[src/hw/rtl/lhd_pkg.sv]
// ---------------------------------------------------------------------------
// lhd_pkg
// Shared types and constants for the line hash diff engine.
// ---------------------------------------------------------------------------
package lhd_pkg;

   // command codes on the request channel
   typedef enum logic [1:0] {
      CMD_PUSH  = 2'd0,
      CMD_EOL   = 2'd1,
      CMD_FETCH = 2'd2,
      CMD_CLEAR = 2'd3
   } cmd_type;

   // entry kinds on the response channel
   localparam logic [1:0] KIND_COMMON = 2'd0;
   localparam logic [1:0] KIND_FIRST  = 2'd1;
   localparam logic [1:0] KIND_SECOND = 2'd2;

   localparam int unsigned HASH_W    = 32;
   localparam int unsigned LINE_W    = 10;
   localparam logic [31:0] HASH_SEED = 32'd5137;
   localparam logic [4:0]  HASH_SHIFT = 5'd5;
   localparam logic [7:0]  WS_LIMIT  = 8'd32;

   // one queued request
   typedef struct packed {
      cmd_type    cmd;
      logic       file_select;
      logic [7:0] char_byte;
   } req_item_type;

   // one response item
   typedef struct packed {
      logic              entry_valid;
      logic              entry_file;
      logic [LINE_W-1:0] entry_line;
      logic [1:0]        entry_kind;
      logic              bookmark_before;
      logic              last_entry;
      logic              files_differ;
      logic              overflow;
   } rsp_item_type;

endpackage

[src/hw/rtl/lhd_front.sv]
// ---------------------------------------------------------------------------
// lhd_front
// Request intake: decodes each transfer into a command item and holds it in
// a short queue so the engine can stall on its own.
// ---------------------------------------------------------------------------
module lhd_front
   import lhd_pkg::*;
(
   input  logic         clock,
   input  logic         reset,
   input  logic         req_valid,
   output logic         req_stall,
   input  logic [1:0]   req_command,
   input  logic         req_file_select,
   input  logic [7:0]   req_char_byte,
   output logic         q_valid,
   output req_item_type q_item,
   input  logic         q_pop
);

   localparam int unsigned QD = 4;
   localparam int unsigned QA = $clog2(QD);

   req_item_type     q_mem [QD];
   logic [QA-1:0]    wr_ptr_ff, wr_ptr_in;
   logic [QA-1:0]    rd_ptr_ff, rd_ptr_in;
   logic [QA:0]      fill_ff, fill_in;
   logic             push;
   req_item_type     new_item;

   // classify the incoming transfer
   always_comb begin
      new_item.cmd         = cmd_type'(req_command);
      new_item.file_select = req_file_select;
      new_item.char_byte   = req_char_byte;
   end

   assign req_stall = (fill_ff == (QA+1)'(QD));
   assign push      = req_valid && !req_stall;
   assign q_valid   = (fill_ff != '0);
   assign q_item    = q_mem[rd_ptr_ff];

   // pointer and fill update
   always_comb begin
      wr_ptr_in = push ? wr_ptr_ff + 1'b1 : wr_ptr_ff;
      rd_ptr_in = q_pop ? rd_ptr_ff + 1'b1 : rd_ptr_ff;
      fill_in   = fill_ff + (QA+1)'(push) - (QA+1)'(q_pop);
   end

   always_ff @(posedge clock) begin
      if (reset) begin
         wr_ptr_ff <= '0;
         rd_ptr_ff <= '0;
         fill_ff   <= '0;
      end else begin
         wr_ptr_ff <= wr_ptr_in;
         rd_ptr_ff <= rd_ptr_in;
         fill_ff   <= fill_in;
      end
   end

   always_ff @(posedge clock) begin
      if (push) begin
         q_mem[wr_ptr_ff] <= new_item;
      end
   end

endmodule

[config.mk]
export PLATFORM = sky130hd
export DESIGN_NAME = lhd_front
export DESIGN_NICKNAME = d
export VERILOG_FILES = /design/src/hw/rtl/lhd_pkg.sv /design/src/hw/rtl/lhd_front.sv
export SDC_FILE = /design/constraint.sdc
export NUM_CORES = 1
export LEC_CHECK = 0
export BUFFER_PORTS_ARGS = -buffer_cell sky130_fd_sc_hd__buf_2
export CORE_ASPECT_RATIO = 0.6
export CORE_MARGIN = 5
export CORE_UTILIZATION = 38
export CTS_BUF_LIST = sky130_fd_sc_hd__clkbuf_8
export DETAILED_ROUTE_END_ITERATION = 8
export SLEW_MARGIN = 40
export SYNTH_ARGS = -nofsm -noshare
export SYNTH_HDL_FRONTEND = slang
export SYNTH_SLANG_ARGS = --single-unit
[constraint.sdc]
create_clock -name clock -period 2.82 [get_ports clock]
set_clock_uncertainty 0.05 [all_clocks]
set_input_delay 0.141 -clock clock [delete_from_list [all_inputs] [get_ports clock]]
set_output_delay 0.141 -clock clock [all_outputs]
set_load 0.02 [all_outputs]
Yosys cells after proc, flatten, opt, wreduce, memory -nomap -nowiden
Memories as Yosys holds them, arrays and structs flattened. A register that Yosys moved wholly into a read port is not among the register bits.
Cells that the tools add are included.
{ "op_classes": {"n_addsub": 4, "multipliers": 0, "n_div": 0, "order_cmp": 0, "n_eq_ne": 1, "shift": 0, "n_mux": 4, "bitwise": 0, "reduce_logical": 3} }
{ "ops": {"columns": ["op", "count"], "rows": [
  ["adder 2 x 1 -> 2 bit (second input constant)", 2],
  ["two-way mux 2 bit", 2],
  ["adder 3 x 1 -> 3 bit", 1],
  ["== test 3 bit (second input constant)", 1],
  ["nonzero test 3 bit", 1],
  ["subtractor 3 x 1 -> 3 bit", 1],
  ["two-way mux 1 bit", 2],
  ["logical AND 1 bit", 1],
  ["zero test 1 bit", 1]
]} }
{ "totals": {"regBits": 7, "latch_bits": 0, "ram_bits": 44, "rom_bits": 0, "in_bits": 15, "out_inout_bits": 13, "n_memories": 1} }
{ "mem_list": {"columns": ["memory", "words", "word_bits", "rd", "rd_clocked_by_memory_dff", "wr", "line", "source"], "rows": [
  ["q_mem", 4, 11, 1, 1, 1, "lhd_front.sv:24", "req_item_type q_mem [QD];"]
]} }

Longest topological paths before layout
{ "logic_depth": {"depth_word": 5, "ltp_mapped": 11, "depth_no_buf": 11} }

Least setup slack after synthesis
No wires, ideal clock.
{ "synth_path": {"path_kind": "register to register", "start": "register fill_ff[1]", "end": "register fill_ff[2]", "setup_time_ns": 0.078, "arrival_ns": 2.099, "required_time_ns": 2.692, "slack_ns": 0.593, "path_stages_with_launch": 12, "path_buffers": 0, "synth_period_minus_slack_ns": 2.227, "cell_sequence": "dfxtp_1 nor3b_4 nor2_1 inv_1 ha_1 inv_1 ha_1 inv_1 fa_1 xor2_1 and2_1 nor3_1"} }
{ "synth_between": {"elab_chain_len": 5} }
{ "synth_lines": {"columns": ["item", "line", "source"], "rows": [
  ["from (decl)", "lhd_front.sv:27", "logic [QA:0] fill_ff, fill_in;"],
  ["from (signal assigned)", "lhd_front.sv:58", "fill_ff <= fill_in;"],
  ["== test 3 bit", "lhd_front.sv:38", "assign req_stall = (fill_ff == (QA+1)'(QD));"],
  ["via req_stall", "lhd_front.sv:12", "output logic req_stall,"],
  ["zero test 1 bit", "lhd_front.sv:39", "assign push = req_valid && !req_stall;"],
  ["logical AND 1 bit", "lhd_front.sv:39", null],
  ["adder 3 x 1 -> 3 bit", "lhd_front.sv:47", "fill_in = fill_ff + (QA+1)'(push) - (QA+1)'(q_pop);"],
  ["subtractor 3 x 1 -> 3 bit", "lhd_front.sv:47", null]
]} }
The timed path passes the listed nets, and every way through them passes these cells.
A chain may end at the register's enable or synchronous reset.

Worst setup path after layout
{ "layout_path": {"start": "register fill_ff[1]", "end": "register fill_ff[2]"} }
{ "layout_between": {"elab_chain_len": 5} }
{ "layout_lines": {"columns": ["item", "line"], "rows": [
  ["== test 3 bit", "lhd_front.sv:38"],
  ["zero test 1 bit", "lhd_front.sv:39"],
  ["logical AND 1 bit", "lhd_front.sv:39"],
  ["adder 3 x 1 -> 3 bit (*)", "lhd_front.sv:47"],
  ["subtractor 3 x 1 -> 3 bit (*)", "lhd_front.sv:47"]
]} }
Mark *: on every way between the ends. The rest lies on a longest branch, timed or not.

==> flow_metrics.env <==
export IMPL_die_h_um=66.89
export IMPL_power_density_mw_per_mm2=734.6
export IMPL_holdBufCountCts=3
export IMPL_grt_max_degree=17
export IMPL_rows=20
export IMPL_hpwl_um=2343
export IMPL_dieWidth_um=104.8
export IMPL_viasPerCell=4.882
export IMPL_synth_seq_cells=53
export IMPL_run_status="finished, final reports clean"
export IMPL_route_antenna_remaining_nets=0
export IMPL_grt_overflow_total=0
export IMPL_setup_viol=0
export IMPL_setup_tns_ns=0
export IMPL_hold_path_class="in2reg"
export IMPL_rsz0062_at_grt="no"
export IMPL_worst_pin_slew_ns=0.6370
export IMPL_clockBufferDepth=2
export IMPL_syn_inst=105
export IMPL_worstPathArrival_ns=2.54
export IMPL_vias=1030
export IMPL_avgSynthCellArea_um2=19.52
export IMPL_wl_per_cell_um=16.07
export IMPL_cp_startpoint="fill_ff[1]$_SDFF_PP0_"
export IMPL_regToRegSetupSlack_ns=0.45
export IMPL_fmax_ghz=0.4226
export IMPL_drive_above_1_share_pct=32.41
export IMPL_io_pins=28
export IMPL_hold_slack_ns=0.01205
export IMPL_drt_iter0_drc=31
export IMPL_cts_sinks=53
export IMPL_die_area_mm2=0.007010
export IMPL_core_mm2=0.005130
export IMPL_portBuffers=27
export IMPL_max_cap_violations=0
export IMPL_totalWireLength_um=3391
export IMPL_reg2reg_from="fill_ff[1]$_SDFF_PP0_"
export IMPL_regArea_mm2=0.001501
export IMPL_ys_seq_area_share_pct=73.26
export IMPL_cts_buffers=5
export IMPL_ys_warn_count=0
export IMPL_drv_slew=0
export IMPL_gp_congestion=0.6353
export IMPL_period_needed_ns=2.366
export IMPL_multi_input_area_um2=505.5
export IMPL_cts_resized=0
export IMPL_fill_cells=427
export IMPL_antenna_found_initial=0
export IMPL_cts_tree="yes"
export IMPL_drc_errors=0
export IMPL_hold_violations=0
export IMPL_crit_end="fill_ff[2]$_SDFF_PP0_"
export IMPL_cts_root_buf="clkbuf_8"
export IMPL_regToRegEndpoint="fill_ff[2]$_SDFF_PP0_"
export IMPL_peakVddDrop_mv=0.2889
export IMPL_start_util_pct=39.95
export IMPL_critical_path_required_ns=2.99
export IMPL_cellLeakagePower_nw=0.8713
export IMPL_clkTransAtPathRegs_ns=0.09
export IMPL_synth_nets=127
export IMPL_worstSetupPathType="reg2reg"
export IMPL_htreeDepth=2
export IMPL_nets=166
export IMPL_syn_area_mm2=0.002049
export IMPL_cts_setup_buffers=0
export IMPL_area_growth_pct=18.13
export IMPL_worstSetupStartpointType="flip-flop"
export IMPL_end_kind="flip-flop"
export IMPL_grt_pass1_wl_um=5802
export IMPL_relSlewSlack_pct=57.54
export IMPL_worstSkewPairLatency_ns=0.29
export IMPL_grt_util_all_layers_pct=10.94
export IMPL_grt_pass1_vias=1127
export IMPL_rr_worst_depth=11
export IMPL_first_pass_iters=4
export IMPL_finalCritPeriodShare_pct=83.91
export IMPL_yosysUniqueCellTypes=23
export IMPL_crit_fanout=6
export IMPL_antenna_cells=0
final cells by class:
class                      instances  share of cell area [%]
timing repair buffer              35                   8.786
inverter                           6                  0.9302
clock buffer                       6                   3.411
multi-input combinational         43                   20.88
tap                               66                   3.411
sequential                        53                   62.02
clock inverter                     2                  0.5685
registers in the layout (all words and copies together), names as in the netlist, named ones only:
name	count
rd_ptr_ff	2
wr_ptr_ff	2
fill_ff	3
q_mem	44
worst max-delay path, cell delays in order, from the launching register on:
cell     delay, ns
dfxtp_1       0.47
nor3b_4       0.09
nor2_1        0.29
inv_1         0.08
ha_1          0.27
inv_1         0.06
ha_1          0.13
inv_1         0.05
fa_1          0.38
xor2_1        0.17
and2_1        0.16
nor3_1        0.11
where the power goes:
part / internal (mW) / switching (mW)
combinational: 0.156 / 0.206
clock: 0.199 / 0.228
sequential: 0.940 / 0.0488
total: 1.30 / 0.484
synth_stat cells:
library cell | instances | share of area (%)
inv_1 | 6 | 1.1
a21oi_1 | 1 | 0.24
fa_1 | 1 | 0.98
o21ai_0 | 1 | 0.24
nand2b_1 | 2 | 0.61
nand2_1 | 1 | 0.18
mux2i_1 | 1 | 0.49
mux4_2 | 10 | 11
nor2b_1 | 1 | 0.31
nor3b_4 | 1 | 0.92
ha_1 | 6 | 3.7
xnor2_1 | 1 | 0.43
buf_2 | 1 | 0.24
or3_1 | 2 | 0.61
nor2_1 | 6 | 1.1
clkbuf_1 | 1 | 0.18
and2_1 | 5 | 1.5
dfxtp_1 | 9 | 8.8
edfxtp_1 | 44 | 64
buf_6 | 1 | 0.55
mux4_1 | 1 | 1.3
xor2_1 | 2 | 0.85
nor3_1 | 1 | 0.24
per-layer routing:
metal	wire length [um]	up-vias	part of all wire (%)	track usage, %
met5	0	-	0	0
met3	201	4	5.9	4.356
met2	1631	24	48	18.42
met1	1538	529	45	13.44
li1	-	473	-	-
met4	19	0	0.56	2.392
logic make-up (layout without fill, tap and decap cells):
logic type	after synthesis	in the layout	share of synthesized area (%)
fa+ha+maj	7	7	4.640
compound gates	2	2	0.4879
mux	12	12	12.76
flops	53	53	73.26
xor+xnor	3	3	1.282
simple gates	19	19	5.494
buf+inv	9	49	2.075
per-stage QoR:
| step | instance area [um^2] | utilization [%] | cells | power, mW | setup slack (ns) |
|---|---|---|---|---|---|
| after global routing | 2421 | 47.20 | 211 | 1.888 | 0.2378 |
| after CTS | 2381 | 46.41 | 207 | 1.803 | 0.4449 |
| final | 2421 | 47.20 | 211 | 1.779 | 0.4537 |
| after detailed placement | 2255 | 43.95 | 196 | 1.371 | 0.4685 |
| after global placement | 2255 | 43.95 | 196 | 1.347 | 0.6185 |
| after floorplan | 2049 | - | 105 | 1.247 | 0.5935 |
cells in the final DEF (no fill, tap or decap), drive strengths merged:
cell type    count
a21oi            1
nand2            1
nor3b            1
nor2b            1
nand2b           2
dfxtp            9
mux4            11
xor2             2
fa               1
and2             5
ha               6
mux2i            1
nor2             6
buf             28
clkbuf           6
o21ai            1
inv              6
clkinv           2
xnor2            1
dlygate4sd3      7
edfxtp          44
nor3             1
or3              2
how the worst min path moves through the flow:
stage | start | end | slack (ns) | cells after the start
floorplan | req_char_byte[0] | q_mem[0][0]$_DFFE_PP_ | 0.19 | 0
global placement | req_char_byte[1] | q_mem[0][1]$_DFFE_PP_ | 0.30 | 1
detailed placement | req_char_byte[1] | q_mem[1][1]$_DFFE_PP_ | 0.31 | 1
CTS | req_char_byte[3] | q_mem[3][3]$_DFFE_PP_ | 0.001 | 1
global route | req_char_byte[4] | q_mem[0][4]$_DFFE_PP_ | 0.00009 | 1
finish | req_char_byte[4] | q_mem[0][4]$_DFFE_PP_ | 0.01 | 1
Note: power is estimated with default switching activity, not from simulation.
